==> config.mk <==
export PLATFORM = sky130hd
export DESIGN_NAME = biquad_lowpass_filter
export DESIGN_NICKNAME = d
export VERILOG_FILES = /design/src/rtl/core/bql_pkg.sv /design/src/rtl/core/biquad_lowpass_filter.sv /design/src/rtl/core/bql_regs.sv /design/src/rtl/core/bql_mac.sv /design/src/rtl/core/bql_seq.sv
export SDC_FILE = /design/constraint.sdc
export NUM_CORES = 2
export LEC_CHECK = 0
export BUFFER_PORTS_ARGS = -buffer_cell sky130_fd_sc_hd__buf_4
export CORE_ASPECT_RATIO = 1.5
export CORE_UTILIZATION = 25
export CTS_CLUSTER_SIZE = 40
export DETAILED_ROUTE_END_ITERATION = 8
export PLACE_DENSITY_LB_ADDON = 0.25
export SLEW_MARGIN = 20
export SYNTH_ARGS = -nofsm -noshare
export SYNTH_HDL_FRONTEND = slang
export SYNTH_HIERARCHICAL = 1
export SYNTH_SLANG_ARGS = --single-unit
==> constraint.sdc <==
create_clock -name aclk -period 11.8 [get_ports aclk]
set_input_delay 2.36 -clock aclk [delete_from_list [all_inputs] [get_ports aclk]]
set_output_delay 2.36 -clock aclk [all_outputs]
set_load 0.02 [all_outputs]
==> src/rtl/core/bql_pkg.sv <==
// ----------------------------------------------------------------------------
// bql_pkg
// Shared types and constants for the biquad low-pass filter: register
// indexes, sequencer states and the control word of the shared MAC.
// ----------------------------------------------------------------------------
package bql_pkg;

    localparam int DEF_SAMPLE_BITS    = 16;
    localparam int DEF_COEF_FRAC_BITS = 16;

    // Delay line format: signed Q16.16
    localparam int DELAY_BITS = 32;
    localparam int DELAY_FRAC = 16;

    localparam int REG_IDX_BITS = 3;

    localparam logic [REG_IDX_BITS-1:0] REG_BYPASS  = 3'd0;
    localparam logic [REG_IDX_BITS-1:0] REG_COEF_B0 = 3'd1;
    localparam logic [REG_IDX_BITS-1:0] REG_COEF_B1 = 3'd2;
    localparam logic [REG_IDX_BITS-1:0] REG_COEF_B2 = 3'd3;
    localparam logic [REG_IDX_BITS-1:0] REG_COEF_A1 = 3'd4;
    localparam logic [REG_IDX_BITS-1:0] REG_COEF_A2 = 3'd5;

    typedef enum logic [3:0] {
        ST_IDLE,
        ST_MUL_A1,
        ST_MUL_A2,
        ST_FB_SUM,
        ST_W0_MUL_B1,
        ST_MUL_B2,
        ST_MUL_B0,
        ST_ACC_SUM,
        ST_FINISH
    } bql_state_t;

    typedef enum logic [2:0] {
        SEL_A1_W1,
        SEL_A2_W2,
        SEL_B1_W1,
        SEL_B2_W2,
        SEL_B0_W0
    } bql_sel_t;

    typedef struct packed {
        logic     mul_en;
        bql_sel_t mul_sel;
        logic     acc_load;
        logic     acc_add;
        logic     w0_load;
        logic     finish;
    } bql_ctl_t;

endpackage

==> src/rtl/core/biquad_lowpass_filter.sv <==
// ----------------------------------------------------------------------------
// biquad_lowpass_filter
// Direct-form-II biquad low-pass filter in fixed point, with one shared
// multiplier for the five coefficient products of each sample.
// ----------------------------------------------------------------------------
// Sequence: a filtered sample runs the five products and two accumulate steps
//   through the single multiplier; a bypassed one goes straight to finish.
// A new sample is taken only after the last one leaves the finish step, which
//   waits for room in the output register.
// Reset (aresetn low, synchronous): bypass set, coefficients and both delays
//   cleared, output channel empty.
module biquad_lowpass_filter
    import bql_pkg::*;
#(
    parameter int SAMPLE_BITS    = DEF_SAMPLE_BITS,
    parameter int COEF_FRAC_BITS = DEF_COEF_FRAC_BITS
) (
    input  logic                          aclk,
    input  logic                          aresetn,
    input  logic                          s_valid,
    output logic                          s_ready,
    input  logic signed [SAMPLE_BITS-1:0] s_sample_in,
    output logic                          m_valid,
    input  logic                          m_ready,
    output logic signed [SAMPLE_BITS-1:0] m_sample_out,
    input  logic                          cfg_wr_en,
    input  logic [REG_IDX_BITS-1:0]       cfg_index,
    input  logic [COEF_FRAC_BITS+1:0]     cfg_wdata
);

    localparam int COEF_W  = COEF_FRAC_BITS + 2;
    localparam int ACC_W   = COEF_W + DELAY_BITS + 2;
    localparam int FBR_W   = ACC_W - COEF_FRAC_BITS;
    localparam int XW      = SAMPLE_BITS + DELAY_FRAC;
    localparam int W0_W    = ((XW > FBR_W) ? XW : FBR_W) + 1;
    localparam int Y_SHIFT = DELAY_FRAC + COEF_FRAC_BITS;
    localparam int Y_W     = ACC_W - Y_SHIFT;
    localparam int YE_W    = (Y_W > SAMPLE_BITS) ? Y_W : SAMPLE_BITS;

    localparam logic signed [ACC_W-1:0] FB_HALF =
        {{(ACC_W-1){1'b0}}, 1'b1} << (COEF_FRAC_BITS - 1);
    localparam logic signed [ACC_W-1:0] Y_HALF =
        {{(ACC_W-1){1'b0}}, 1'b1} << (Y_SHIFT - 1);

    logic                     bypass;
    logic signed [COEF_W-1:0] coef_b0;
    logic signed [COEF_W-1:0] coef_b1;
    logic signed [COEF_W-1:0] coef_b2;
    logic signed [COEF_W-1:0] coef_a1;
    logic signed [COEF_W-1:0] coef_a2;

    bql_ctl_t seq_ctl;
    logic     accept;
    logic     out_free;

    logic signed [COEF_W-1:0]     mac_coef;
    logic signed [DELAY_BITS-1:0] mac_operand;
    logic signed [ACC_W-1:0]      acc;

    logic signed [SAMPLE_BITS-1:0] x_reg;
    logic                          byp_reg;
    logic signed [DELAY_BITS-1:0]  w0_reg;
    logic signed [DELAY_BITS-1:0]  delay_one_reg;
    logic signed [DELAY_BITS-1:0]  delay_two_reg;
    logic                          m_valid_reg;
    logic signed [SAMPLE_BITS-1:0] m_sample_out_reg;

    logic signed [ACC_W-1:0]      fb_biased;
    logic signed [FBR_W-1:0]      fb_round;
    logic signed [XW-1:0]         x_shift;
    logic signed [W0_W-1:0]       w0_wide;
    logic [W0_W-DELAY_BITS:0]     w0_upper;
    logic signed [DELAY_BITS-1:0] w0_next;

    logic signed [ACC_W-1:0]       y_biased;
    logic signed [Y_W-1:0]         y_round;
    logic signed [YE_W-1:0]        y_ext;
    logic [YE_W-SAMPLE_BITS:0]     y_upper;
    logic signed [SAMPLE_BITS-1:0] y_sat;

    bql_regs #(
        .COEF_W (COEF_W)
    ) u_regs (
        .aclk      (aclk),
        .aresetn   (aresetn),
        .cfg_wr_en (cfg_wr_en),
        .cfg_index (cfg_index),
        .cfg_wdata (cfg_wdata),
        .bypass    (bypass),
        .coef_b0   (coef_b0),
        .coef_b1   (coef_b1),
        .coef_b2   (coef_b2),
        .coef_a1   (coef_a1),
        .coef_a2   (coef_a2)
    );

    bql_seq u_seq (
        .aclk     (aclk),
        .aresetn  (aresetn),
        .s_valid  (s_valid),
        .bypass   (bypass),
        .out_free (out_free),
        .s_ready  (s_ready),
        .ctl      (seq_ctl)
    );

    always_comb begin
        case (seq_ctl.mul_sel)
            SEL_A1_W1: begin
                mac_coef    = coef_a1;
                mac_operand = delay_one_reg;
            end
            SEL_A2_W2: begin
                mac_coef    = coef_a2;
                mac_operand = delay_two_reg;
            end
            SEL_B1_W1: begin
                mac_coef    = coef_b1;
                mac_operand = delay_one_reg;
            end
            SEL_B2_W2: begin
                mac_coef    = coef_b2;
                mac_operand = delay_two_reg;
            end
            SEL_B0_W0: begin
                mac_coef    = coef_b0;
                mac_operand = w0_reg;
            end
            default: begin
                mac_coef    = coef_a1;
                mac_operand = delay_one_reg;
            end
        endcase
    end

    bql_mac #(
        .COEF_W (COEF_W),
        .DATA_W (DELAY_BITS),
        .ACC_W  (ACC_W)
    ) u_mac (
        .aclk    (aclk),
        .ctl     (seq_ctl),
        .coef    (mac_coef),
        .operand (mac_operand),
        .acc     (acc)
    );

    assign accept   = s_valid && s_ready;
    assign out_free = !m_valid_reg || m_ready;

    // w0 = x*2^16 - round(fb), saturated to the delay width
    assign fb_biased = acc + FB_HALF;
    assign fb_round  = fb_biased[ACC_W-1:COEF_FRAC_BITS];
    assign x_shift   = {x_reg, {DELAY_FRAC{1'b0}}};
    assign w0_wide   = W0_W'(x_shift) - W0_W'(fb_round);
    assign w0_upper  = w0_wide[W0_W-1:DELAY_BITS-1];

    always_comb begin
        if (!w0_wide[W0_W-1] && (|w0_upper)) begin
            w0_next = {1'b0, {(DELAY_BITS-1){1'b1}}};
        end else if (w0_wide[W0_W-1] && !(&w0_upper)) begin
            w0_next = {1'b1, {(DELAY_BITS-1){1'b0}}};
        end else begin
            w0_next = w0_wide[DELAY_BITS-1:0];
        end
    end

    // y = round(acc) saturated to the sample width
    assign y_biased = acc + Y_HALF;
    assign y_round  = y_biased[ACC_W-1:Y_SHIFT];
    assign y_ext    = YE_W'(y_round);
    assign y_upper  = y_ext[YE_W-1:SAMPLE_BITS-1];

    always_comb begin
        if (!y_ext[YE_W-1] && (|y_upper)) begin
            y_sat = {1'b0, {(SAMPLE_BITS-1){1'b1}}};
        end else if (y_ext[YE_W-1] && !(&y_upper)) begin
            y_sat = {1'b1, {(SAMPLE_BITS-1){1'b0}}};
        end else begin
            y_sat = y_ext[SAMPLE_BITS-1:0];
        end
    end

    always_ff @(posedge aclk) begin
        if (accept) begin
            x_reg <= s_sample_in;
        end
        if (seq_ctl.w0_load) begin
            w0_reg <= w0_next;
        end
        if (seq_ctl.finish && out_free) begin
            m_sample_out_reg <= byp_reg ? x_reg : y_sat;
        end
    end

    always_ff @(posedge aclk) begin
        if (!aresetn) begin
            byp_reg       <= 1'b1;
            delay_one_reg <= '0;
            delay_two_reg <= '0;
            m_valid_reg   <= 1'b0;
        end else begin
            if (accept) begin
                byp_reg <= bypass;
            end
            if (seq_ctl.finish && out_free) begin
                m_valid_reg <= 1'b1;
                // advance the delay line only for filtered samples
                if (!byp_reg) begin
                    delay_two_reg <= delay_one_reg;
                    delay_one_reg <= w0_reg;
                end
            end else if (m_ready) begin
                m_valid_reg <= 1'b0;
            end
        end
    end

    assign m_valid      = m_valid_reg;
    assign m_sample_out = m_sample_out_reg;

`ifndef SYNTHESIS
    a_one_at_a_time: assert property (@(posedge aclk) disable iff (!aresetn)
        accept |=> !s_ready)
        else $error("new transaction taken while a sample is in work");

    a_valid_from_finish: assert property (@(posedge aclk) disable iff (!aresetn)
        $rose(m_valid) |-> $past(seq_ctl.finish))
        else $error("output valid raised outside the finish step");

    a_bypass_holds_delays: assert property (@(posedge aclk) disable iff (!aresetn)
        (seq_ctl.finish && out_free && byp_reg)
            |=> ($stable(delay_one_reg) && $stable(delay_two_reg)))
        else $error("bypassed sample changed the delay line");

    a_idle_mac_quiet: assert property (@(posedge aclk) disable iff (!aresetn)
        s_ready |-> (!seq_ctl.mul_en && !seq_ctl.acc_load && !seq_ctl.acc_add))
        else $error("MAC active while sequencer is idle");
`endif

endmodule

==> src/rtl/core/bql_regs.sv <==
// ----------------------------------------------------------------------------
// bql_regs
// Configuration register file: bypass flag and the five signed coefficients.
// ----------------------------------------------------------------------------
module bql_regs
    import bql_pkg::*;
#(
    parameter int COEF_W = DEF_COEF_FRAC_BITS + 2
) (
    input  logic                     aclk,
    input  logic                     aresetn,
    input  logic                     cfg_wr_en,
    input  logic [REG_IDX_BITS-1:0]  cfg_index,
    input  logic [COEF_W-1:0]        cfg_wdata,
    output logic                     bypass,
    output logic signed [COEF_W-1:0] coef_b0,
    output logic signed [COEF_W-1:0] coef_b1,
    output logic signed [COEF_W-1:0] coef_b2,
    output logic signed [COEF_W-1:0] coef_a1,
    output logic signed [COEF_W-1:0] coef_a2
);

    logic                     bypass_reg;
    logic signed [COEF_W-1:0] coef_b0_reg;
    logic signed [COEF_W-1:0] coef_b1_reg;
    logic signed [COEF_W-1:0] coef_b2_reg;
    logic signed [COEF_W-1:0] coef_a1_reg;
    logic signed [COEF_W-1:0] coef_a2_reg;

    always_ff @(posedge aclk) begin
        if (!aresetn) begin
            bypass_reg  <= 1'b1;
            coef_b0_reg <= '0;
            coef_b1_reg <= '0;
            coef_b2_reg <= '0;
            coef_a1_reg <= '0;
            coef_a2_reg <= '0;
        end else if (cfg_wr_en) begin
            case (cfg_index)
                REG_BYPASS:  bypass_reg  <= cfg_wdata[0];
                REG_COEF_B0: coef_b0_reg <= cfg_wdata;
                REG_COEF_B1: coef_b1_reg <= cfg_wdata;
                REG_COEF_B2: coef_b2_reg <= cfg_wdata;
                REG_COEF_A1: coef_a1_reg <= cfg_wdata;
                REG_COEF_A2: coef_a2_reg <= cfg_wdata;
                default: begin
                    // drop writes to unmapped indexes
                end
            endcase
        end
    end

    assign bypass  = bypass_reg;
    assign coef_b0 = coef_b0_reg;
    assign coef_b1 = coef_b1_reg;
    assign coef_b2 = coef_b2_reg;
    assign coef_a1 = coef_a1_reg;
    assign coef_a2 = coef_a2_reg;

endmodule

==> src/rtl/core/bql_mac.sv <==
// ----------------------------------------------------------------------------
// bql_mac
// Shared multiply-accumulate unit: one registered coefficient-by-delay
// product per cycle while mul_en is set, folded into a wide accumulator on the next cycle.
// ----------------------------------------------------------------------------
module bql_mac
    import bql_pkg::*;
#(
    parameter int COEF_W = DEF_COEF_FRAC_BITS + 2,
    parameter int DATA_W = DELAY_BITS,
    parameter int ACC_W  = DEF_COEF_FRAC_BITS + 2 + DELAY_BITS + 2
) (
    input  logic                     aclk,
    input  bql_ctl_t                 ctl,
    input  logic signed [COEF_W-1:0] coef,
    input  logic signed [DATA_W-1:0] operand,
    output logic signed [ACC_W-1:0]  acc
);

    localparam int PROD_W = COEF_W + DATA_W;

    logic signed [PROD_W-1:0] prod_next;
    logic signed [PROD_W-1:0] prod_reg;
    logic signed [ACC_W-1:0]  prod_ext;
    logic signed [ACC_W-1:0]  acc_reg;

    assign prod_next = PROD_W'(coef) * PROD_W'(operand);
    assign prod_ext  = ACC_W'(prod_reg);

    always_ff @(posedge aclk) begin
        if (ctl.mul_en) begin
            prod_reg <= prod_next;
        end
        if (ctl.acc_load) begin
            acc_reg <= prod_ext;
        end else if (ctl.acc_add) begin
            acc_reg <= acc_reg + prod_ext;
        end
    end

    assign acc = acc_reg;

endmodule

==> src/rtl/core/bql_seq.sv <==
// ----------------------------------------------------------------------------
// bql_seq
// Sequencer: steps the shared MAC through the feedback and feedforward
// products of a sample (none in bypass) and hands it to the output register.
// ----------------------------------------------------------------------------
module bql_seq
    import bql_pkg::*;
(
    input  logic     aclk,
    input  logic     aresetn,
    input  logic     s_valid,
    input  logic     bypass,
    input  logic     out_free,
    output logic     s_ready,
    output bql_ctl_t ctl
);

    bql_state_t state_reg;
    bql_state_t state_next;

    always_ff @(posedge aclk) begin
        if (!aresetn) begin
            state_reg <= ST_IDLE;
        end else begin
            state_reg <= state_next;
        end
    end

    always_comb begin
        state_next   = state_reg;
        s_ready      = 1'b0;
        ctl.mul_en   = 1'b0;
        ctl.mul_sel  = SEL_A1_W1;
        ctl.acc_load = 1'b0;
        ctl.acc_add  = 1'b0;
        ctl.w0_load  = 1'b0;
        ctl.finish   = 1'b0;
        case (state_reg)
            ST_IDLE: begin
                s_ready = 1'b1;
                if (s_valid) begin
                    state_next = bypass ? ST_FINISH : ST_MUL_A1;
                end
            end
            ST_MUL_A1: begin
                ctl.mul_en  = 1'b1;
                ctl.mul_sel = SEL_A1_W1;
                state_next  = ST_MUL_A2;
            end
            ST_MUL_A2: begin
                ctl.mul_en   = 1'b1;
                ctl.mul_sel  = SEL_A2_W2;
                ctl.acc_load = 1'b1;
                state_next   = ST_FB_SUM;
            end
            ST_FB_SUM: begin
                ctl.acc_add = 1'b1;
                state_next  = ST_W0_MUL_B1;
            end
            ST_W0_MUL_B1: begin
                // w0 is taken from the feedback sum while b1*w1 starts
                ctl.w0_load = 1'b1;
                ctl.mul_en  = 1'b1;
                ctl.mul_sel = SEL_B1_W1;
                state_next  = ST_MUL_B2;
            end
            ST_MUL_B2: begin
                ctl.mul_en   = 1'b1;
                ctl.mul_sel  = SEL_B2_W2;
                ctl.acc_load = 1'b1;
                state_next   = ST_MUL_B0;
            end
            ST_MUL_B0: begin
                ctl.mul_en  = 1'b1;
                ctl.mul_sel = SEL_B0_W0;
                ctl.acc_add = 1'b1;
                state_next  = ST_ACC_SUM;
            end
            ST_ACC_SUM: begin
                ctl.acc_add = 1'b1;
                state_next  = ST_FINISH;
            end
            ST_FINISH: begin
                ctl.finish = 1'b1;
                if (out_free) begin
                    state_next = ST_IDLE;
                end
            end
            default: begin
                state_next = ST_IDLE;
            end
        endcase
    end

endmodule

* After elaboration in Yosys (flattened, before gate mapping)
Cells that the tools add are included.
Widths: inputs -> output; s select.
** Storage, ports and cells
- Word-level logic and storage cells :: 92
- Output and inout port bits :: 18
- Bits in registers :: 327
- Input bits :: 42
** Cells by class
- Mux-type cells :: 20
- Equal/unequal tests :: 19
- Bitwise gates (word level) :: 1
- Multiply operators :: 1
- Reductions and logical operators :: 31
- $add $sub $neg :: 4
** Operators with widths (count)
- $mux 52 :: 2
- $pmux 18 s4 :: 1
- $pmux 32 s2 :: 1
- $add 52x17->52 const B :: 1
- $add 52x33->52 const B :: 1
- $add 52x50->52 :: 1
- $mul 18x32->50 :: 1
- $mux 16 :: 3
- $sub 32x36->37 :: 1
- $pmux 4 s9 :: 1
- $mux 32 :: 1
- $pmux 4 s5 :: 1
- $eq 4x3->1 const B :: 4
- $reduce_and 2->1 :: 8
- $eq 3x2->1 const B :: 4
- $mux 4 :: 3
- $eq 3x3->1 const B :: 3
- $eq 4x2->1 const B :: 2
- $mux 1 :: 7
- $eq 3x1->1 const B :: 2
- $logic_and 1x1->1 :: 6
- $reduce_and 6->1 :: 1
- $reduce_or 6->1 :: 1
- $logic_not 1->1 :: 5
- other kinds (12) :: 15

* Depth between registers and ports, before layout
- Depth in word-level cells :: 7
- Depth in mapped cells :: 35

* Cells and area by module
Netlist, hierarchy kept.
** By module, submodules not included
- bql_mac :: sequential area each 3062.9 µm², area an instance 26382.8 µm², cells each 2883, times used 1
- biquad_lowpass_filter :: sequential area each 3243.1 µm², area an instance 8767.2 µm², cells each 1031, times used 1
- bql_regs :: sequential area each 1821.7 µm², area an instance 3369.5 µm², cells each 320, times used 1
- bql_seq :: sequential area each 80.1 µm², area an instance 270.3 µm², cells each 35, times used 1

* Worst setup path before layout
No wires, ideal clock.
- Path type :: reg2reg
- Start point :: register u_seq.state_reg[0]
- End point :: register u_mac.prod_reg[48] (data pin)
- Buffers on the path :: 6
- Stages on the path, launching flop included :: 34
- Slack :: 3509 ps
- Arrival time :: 8033 ps
- Path through :: dfxtp_1 -> buf_6 -> or3b_1 -> a21oi_1 -> nor2b_1 -> clkbuf_1 -> and2_1 -> clkbuf_1 -> clkbuf_1 -> a22oi_1 -> nand3_1 -> clkbuf_1 -> nand2_1 -> fa_1 -> inv_1 -> fa_1 -> inv_1 -> fa_1 -> inv_1 -> fa_1 -> fa_1 -> inv_1 -> fa_1 -> inv_1 -> ha_1 -> clkbuf_1 -> and3_2 -> a31o_2 -> a311o_2 -> a211oi_4 -> o21ai_2 -> or3_1 -> a31oi_1 -> xnor2_1
** RTL lines
- start, declared :: RTL line bql_seq.sv:18 : bql_state_t state_reg;
- start signal, assigned :: RTL line bql_seq.sv:25 : state_reg <= state_next;
- end signal, assigned :: RTL line bql_mac.sv:32 : prod_reg <= prod_next;
- end, declared :: RTL line bql_mac.sv:23 : logic signed [PROD_W-1:0] prod_reg;

==> impl_metrics.csv <==
group,metric,value,unit
run_status,outcome,"complete, no violations",
global_route,grt_pass1_wl,179,mm
synthesis,synthDistinctLibCells,99,
power_and_ir_drop,irDropWorstVdd,0.0927,mV
clock_tree,clock_sinks,327,
die,fp.dieW,324,um
route,drc,0,
min_path,hold_class,"flop to flop",
route,avgRoutedWirePerCell,18.0,um
die,coreArea,0.154,mm^2
sta,clock.fmax,96.9,MHz
setup_path,r2r_end,"u_mac/prod_reg[49]$_DFFE_PP_",
min_path,hp-start,"u_regs/coef_b1[3]$_SDFFE_PN0P_",
sta,rsz0062_at_grt,"false",
synthesis,yosysWarnings,6,
sta,finalHoldViolCount,0,
sta,finalCritPeriodShare,87.5,%
synthesis,synthTopCellsByArea,"fa_1 (29%), edfxtp_1 (13%), dfxtp_1 (8.3%)",
route,antenna_left,0,
setup_path,cp-start-kind,"flop",
die,die_area,0.157,mm^2
setup_path,worst-setup-path-type,"flop to flop",
layout,finish.utilization,27.8,%
clock_tree,cts-root-buf,"clkbuf_16",
layout,seqCellArea,0.00821,mm^2
synthesis,synth_ff_type,"edfxtp_1",
synthesis,yosysTopAreaCell,"fa_1",
global_route,groute.usage.overall,14.7,%
clock_tree,path_clk_slew,70,ps
placement,gp_congestion,0.856,
power_and_ir_drop,p_seq_share,44.8,%
sta,whs,456,ps
synthesis,synth_seq_cells,327,
placement,place_ws,1550,ps
sta,maxSlewViolCount,0,
setup_path,worstPathRequired,12270,ps
sta,skew,46.7,ps
global_route,grt_overflow,0,
global_route,grt_max_degree,93,
layout,multiInputGateArea,0.0273,mm^2
power_and_ir_drop,power_leakage,18.6,nW
synthesis,synth_area_per_cell,9.09,um^2
setup_path,r2r_cells,26,
power_and_ir_drop,power.internal,2.01,mW
layout,drive_above_1_share,6.92,%
power_and_ir_drop,pwr-share-clk,47.0,%
power_and_ir_drop,p_per_area,64.0,mW/mm^2
sta,slew_headroom,23.2,%
placement,dp_hpwl,89.6,mm
synthesis,synth_fp_nets,5060,
route,routed_via_density,4.56,
sta,setup_viol,0,
global_route,grt_pass1_vias,31400,
setup_path,end_kind,"flop",
min_path,min_to,"u_regs/coef_b1[3]$_SDFFE_PN0P_",
power_and_ir_drop,p_sw,0.724,mW
clock_tree,numCtsBuffers,39,
route,drt_iter0_drc,1420,
power_and_ir_drop,p_comb_share,8.3,%
clock_tree,clk_path_buf_depth,3,
route,wirelength,113,mm
setup_path,rrSetupSlack,1480,ps
setup_path,crit_fanout,35,
power_and_ir_drop,netSwitchingFraction,26.5,%
layout,area_delta_synth_final,10.2,%
sta,finalWorstSetupSlack,1480,ps
synthesis,synth_edf_count,166,
layout,largest_reg_flops,52,
clock_tree,cts_resized,0,
sta,fin_crit,10320,ps
layout,nets,5009,
synthesis,yosysTopAreaCellShare,28.6,%
layout,n_fill_cell,16600,
synthesis,async_reset_ff_share,0,%
route,dr_total_vias,28700,
clock_tree,cts_tree,"yes",
run,max-cap-violations,0,
synthesis,synth_area,0.0388,mm^2
die,die_h,484,um
clock_tree,clock_latency,650,ps
placement,port_buffers,59,
sta,worst_pin_slew,1150,ps
die,pin_count,60,
die,row_count,176,
clock_tree,htree_num_levels,2,
synthesis,netlist_instances,4269,
synthesis,synth.yosys.seq_area_share,21.2,%
clock_tree,cts_setup_buffers,0,
setup_path,r2r_start,"u_seq/state_reg[3]$_SDFFE_PN0P_",
route,first_pass_iters,6,
min_path,hold_depth,2,
setup_path,arrival,10790,ps
global_route,antenna_found_initial,2,
die,start_util,25.2,%
sta,fin_setup_tns,0,ps
clock_tree,hold_buffers,0,
==> cells by family (layout without fill, tap and decap cells) <==
group / Yosys count / in the layout / share of synthesized area (%)
other cells: 0 / 1 / 0
mux: 119 / 119 / 3.14
fa+ha+maj: 749 / 749 / 34.9
xor+xnor: 164 / 164 / 3.70
flops: 327 / 327 / 21.2
compound gates: 643 / 643 / 11.7
simple gates: 1411 / 1411 / 16.8
buf+inv: 856 / 835 / 8.67
==> worst max-delay path, stage by stage, from the launching register on <==
cell and delay [ps]:
dfxtp_1 420, nand2b_1 240, nor3b_1 670, nor2b_2 80, buf_4 320, and2_1 390
a22oi_1 280, nand3_2 790, and2_1 520, fa_1 540, inv_1 50, fa_1 480
fa_1 520, fa_1 570, inv_1 60, fa_1 500, fa_1 470, ha_1 370
a21oi_1 310, nand2_1 90, a21o_1 200, a221o_1 430, o211ai_1 730, a2111oi_0 380
nand2b_1 270, a21o_1 190, a311oi_1 250
==> worst max path at each step <==
stage                                                from                            to  slack, ps  cells after the start
after floorplan           u_seq/state_reg[0]$_SDFFE_PN0P_  u_mac/prod_reg[48]$_DFFE_PP_       3510                     33
after global placement    u_seq/state_reg[1]$_SDFFE_PN0P_  u_mac/prod_reg[49]$_DFFE_PP_       1560                     30
after detailed placement  u_seq/state_reg[1]$_SDFFE_PN0P_  u_mac/prod_reg[49]$_DFFE_PP_       1550                     26
after CTS                 u_seq/state_reg[3]$_SDFFE_PN0P_  u_mac/prod_reg[49]$_DFFE_PP_       1490                     26
after global routing      u_seq/state_reg[1]$_SDFFE_PN0P_  u_mac/prod_reg[49]$_DFFE_PP_        980                     30
final                     u_seq/state_reg[3]$_SDFFE_PN0P_  u_mac/prod_reg[49]$_DFFE_PP_       1480                     26
==> metal layers <==
layer  track usage, %  routed length [um]
met1             17.1               47000
met2             27.7               60000
met3             1.24                3000
met4             4.88                3330
met5                0                   9
==> metrics by stage <==
stage | total power [mW] | cell area [um^2] | instances
finish | 2.74 | 42700 | 6296
global route | 2.84 | 42700 | 6296
CTS | 2.79 | 42700 | 6295
global placement | 1.48 | 41400 | 6224
floorplan | 1.40 | 38800 | 4269
detailed placement | 1.48 | 41400 | 6224
==> power groups by stage <==
stage          Clock [mW]  Sequential, mW  Combinational, mW
2_1_floorplan           0            1.25              0.154
3_3_place_gp            0            1.25              0.228
3_5_place_dp            0            1.25              0.228
4_1_cts              1.34            1.22              0.230
5_1_grt              1.37            1.23              0.250
6_report             1.28            1.22              0.227
==> layout by cell type, fill, tap and decap left out, drive strengths merged, types with 30 or more instances in the layout <==
| cell type | count |
|---|---|
| nand2 | 795 |
| inv | 635 |
| fa | 554 |
| and2 | 235 |
| ha | 195 |
| edfxtp | 166 |
| dfxtp | 161 |
| o21ai | 134 |
| buf | 132 |
| nor2 | 129 |
| a21oi | 125 |
| xnor2 | 102 |
| mux2i | 98 |
| a21boi | 73 |
| a22oi | 68 |
| xor2 | 62 |
| nand3 | 58 |
| a21o | 54 |
| clkbuf | 52 |
| nor3 | 40 |
| o21bai | 30 |
==> layout make-up <==
| type | instances | share of cell area [%] |
|---|---|---|
| Clock buffer | 52 | 2.49 |
| Tap cell | 2047 | 5.99 |
| Antenna cell | 1 | 0.00585 |
| Clock inverter | 19 | 0.612 |
| Sequential cell | 327 | 19.2 |
| Inverter | 632 | 5.55 |
| Timing Repair Buffer | 132 | 2.32 |
| Multi-Input combinational cell | 3086 | 63.8 |
==> synth_stat cells (all sizes together), types with 12 or more instances <==
| cell | n |
|---|---|
| a21boi | 73 |
| nor2b | 21 |
| a211oi | 18 |
| nand2b | 22 |
| o31ai | 12 |
| xor2 | 62 |
| xnor2 | 102 |
| o21ai | 134 |
| and2 | 235 |
| fa | 554 |
| a21o | 54 |
| clkbuf | 188 |
| and3 | 20 |
| o211ai | 18 |
| nand3 | 58 |
| a22oi | 68 |
| nor4 | 17 |
| nor3 | 40 |
| inv | 631 |
| a31oi | 19 |
| buf | 35 |
| nand2 | 795 |
| mux2 | 21 |
| a21oi | 125 |
| ha | 195 |
| o21a | 18 |
| edfxtp | 166 |
| nand4 | 24 |
| dfxtp | 161 |
| o21bai | 30 |
| a2111oi | 12 |
| mux2i | 98 |
| nor2 | 129 |
Power figures use the tool's default switching activity.
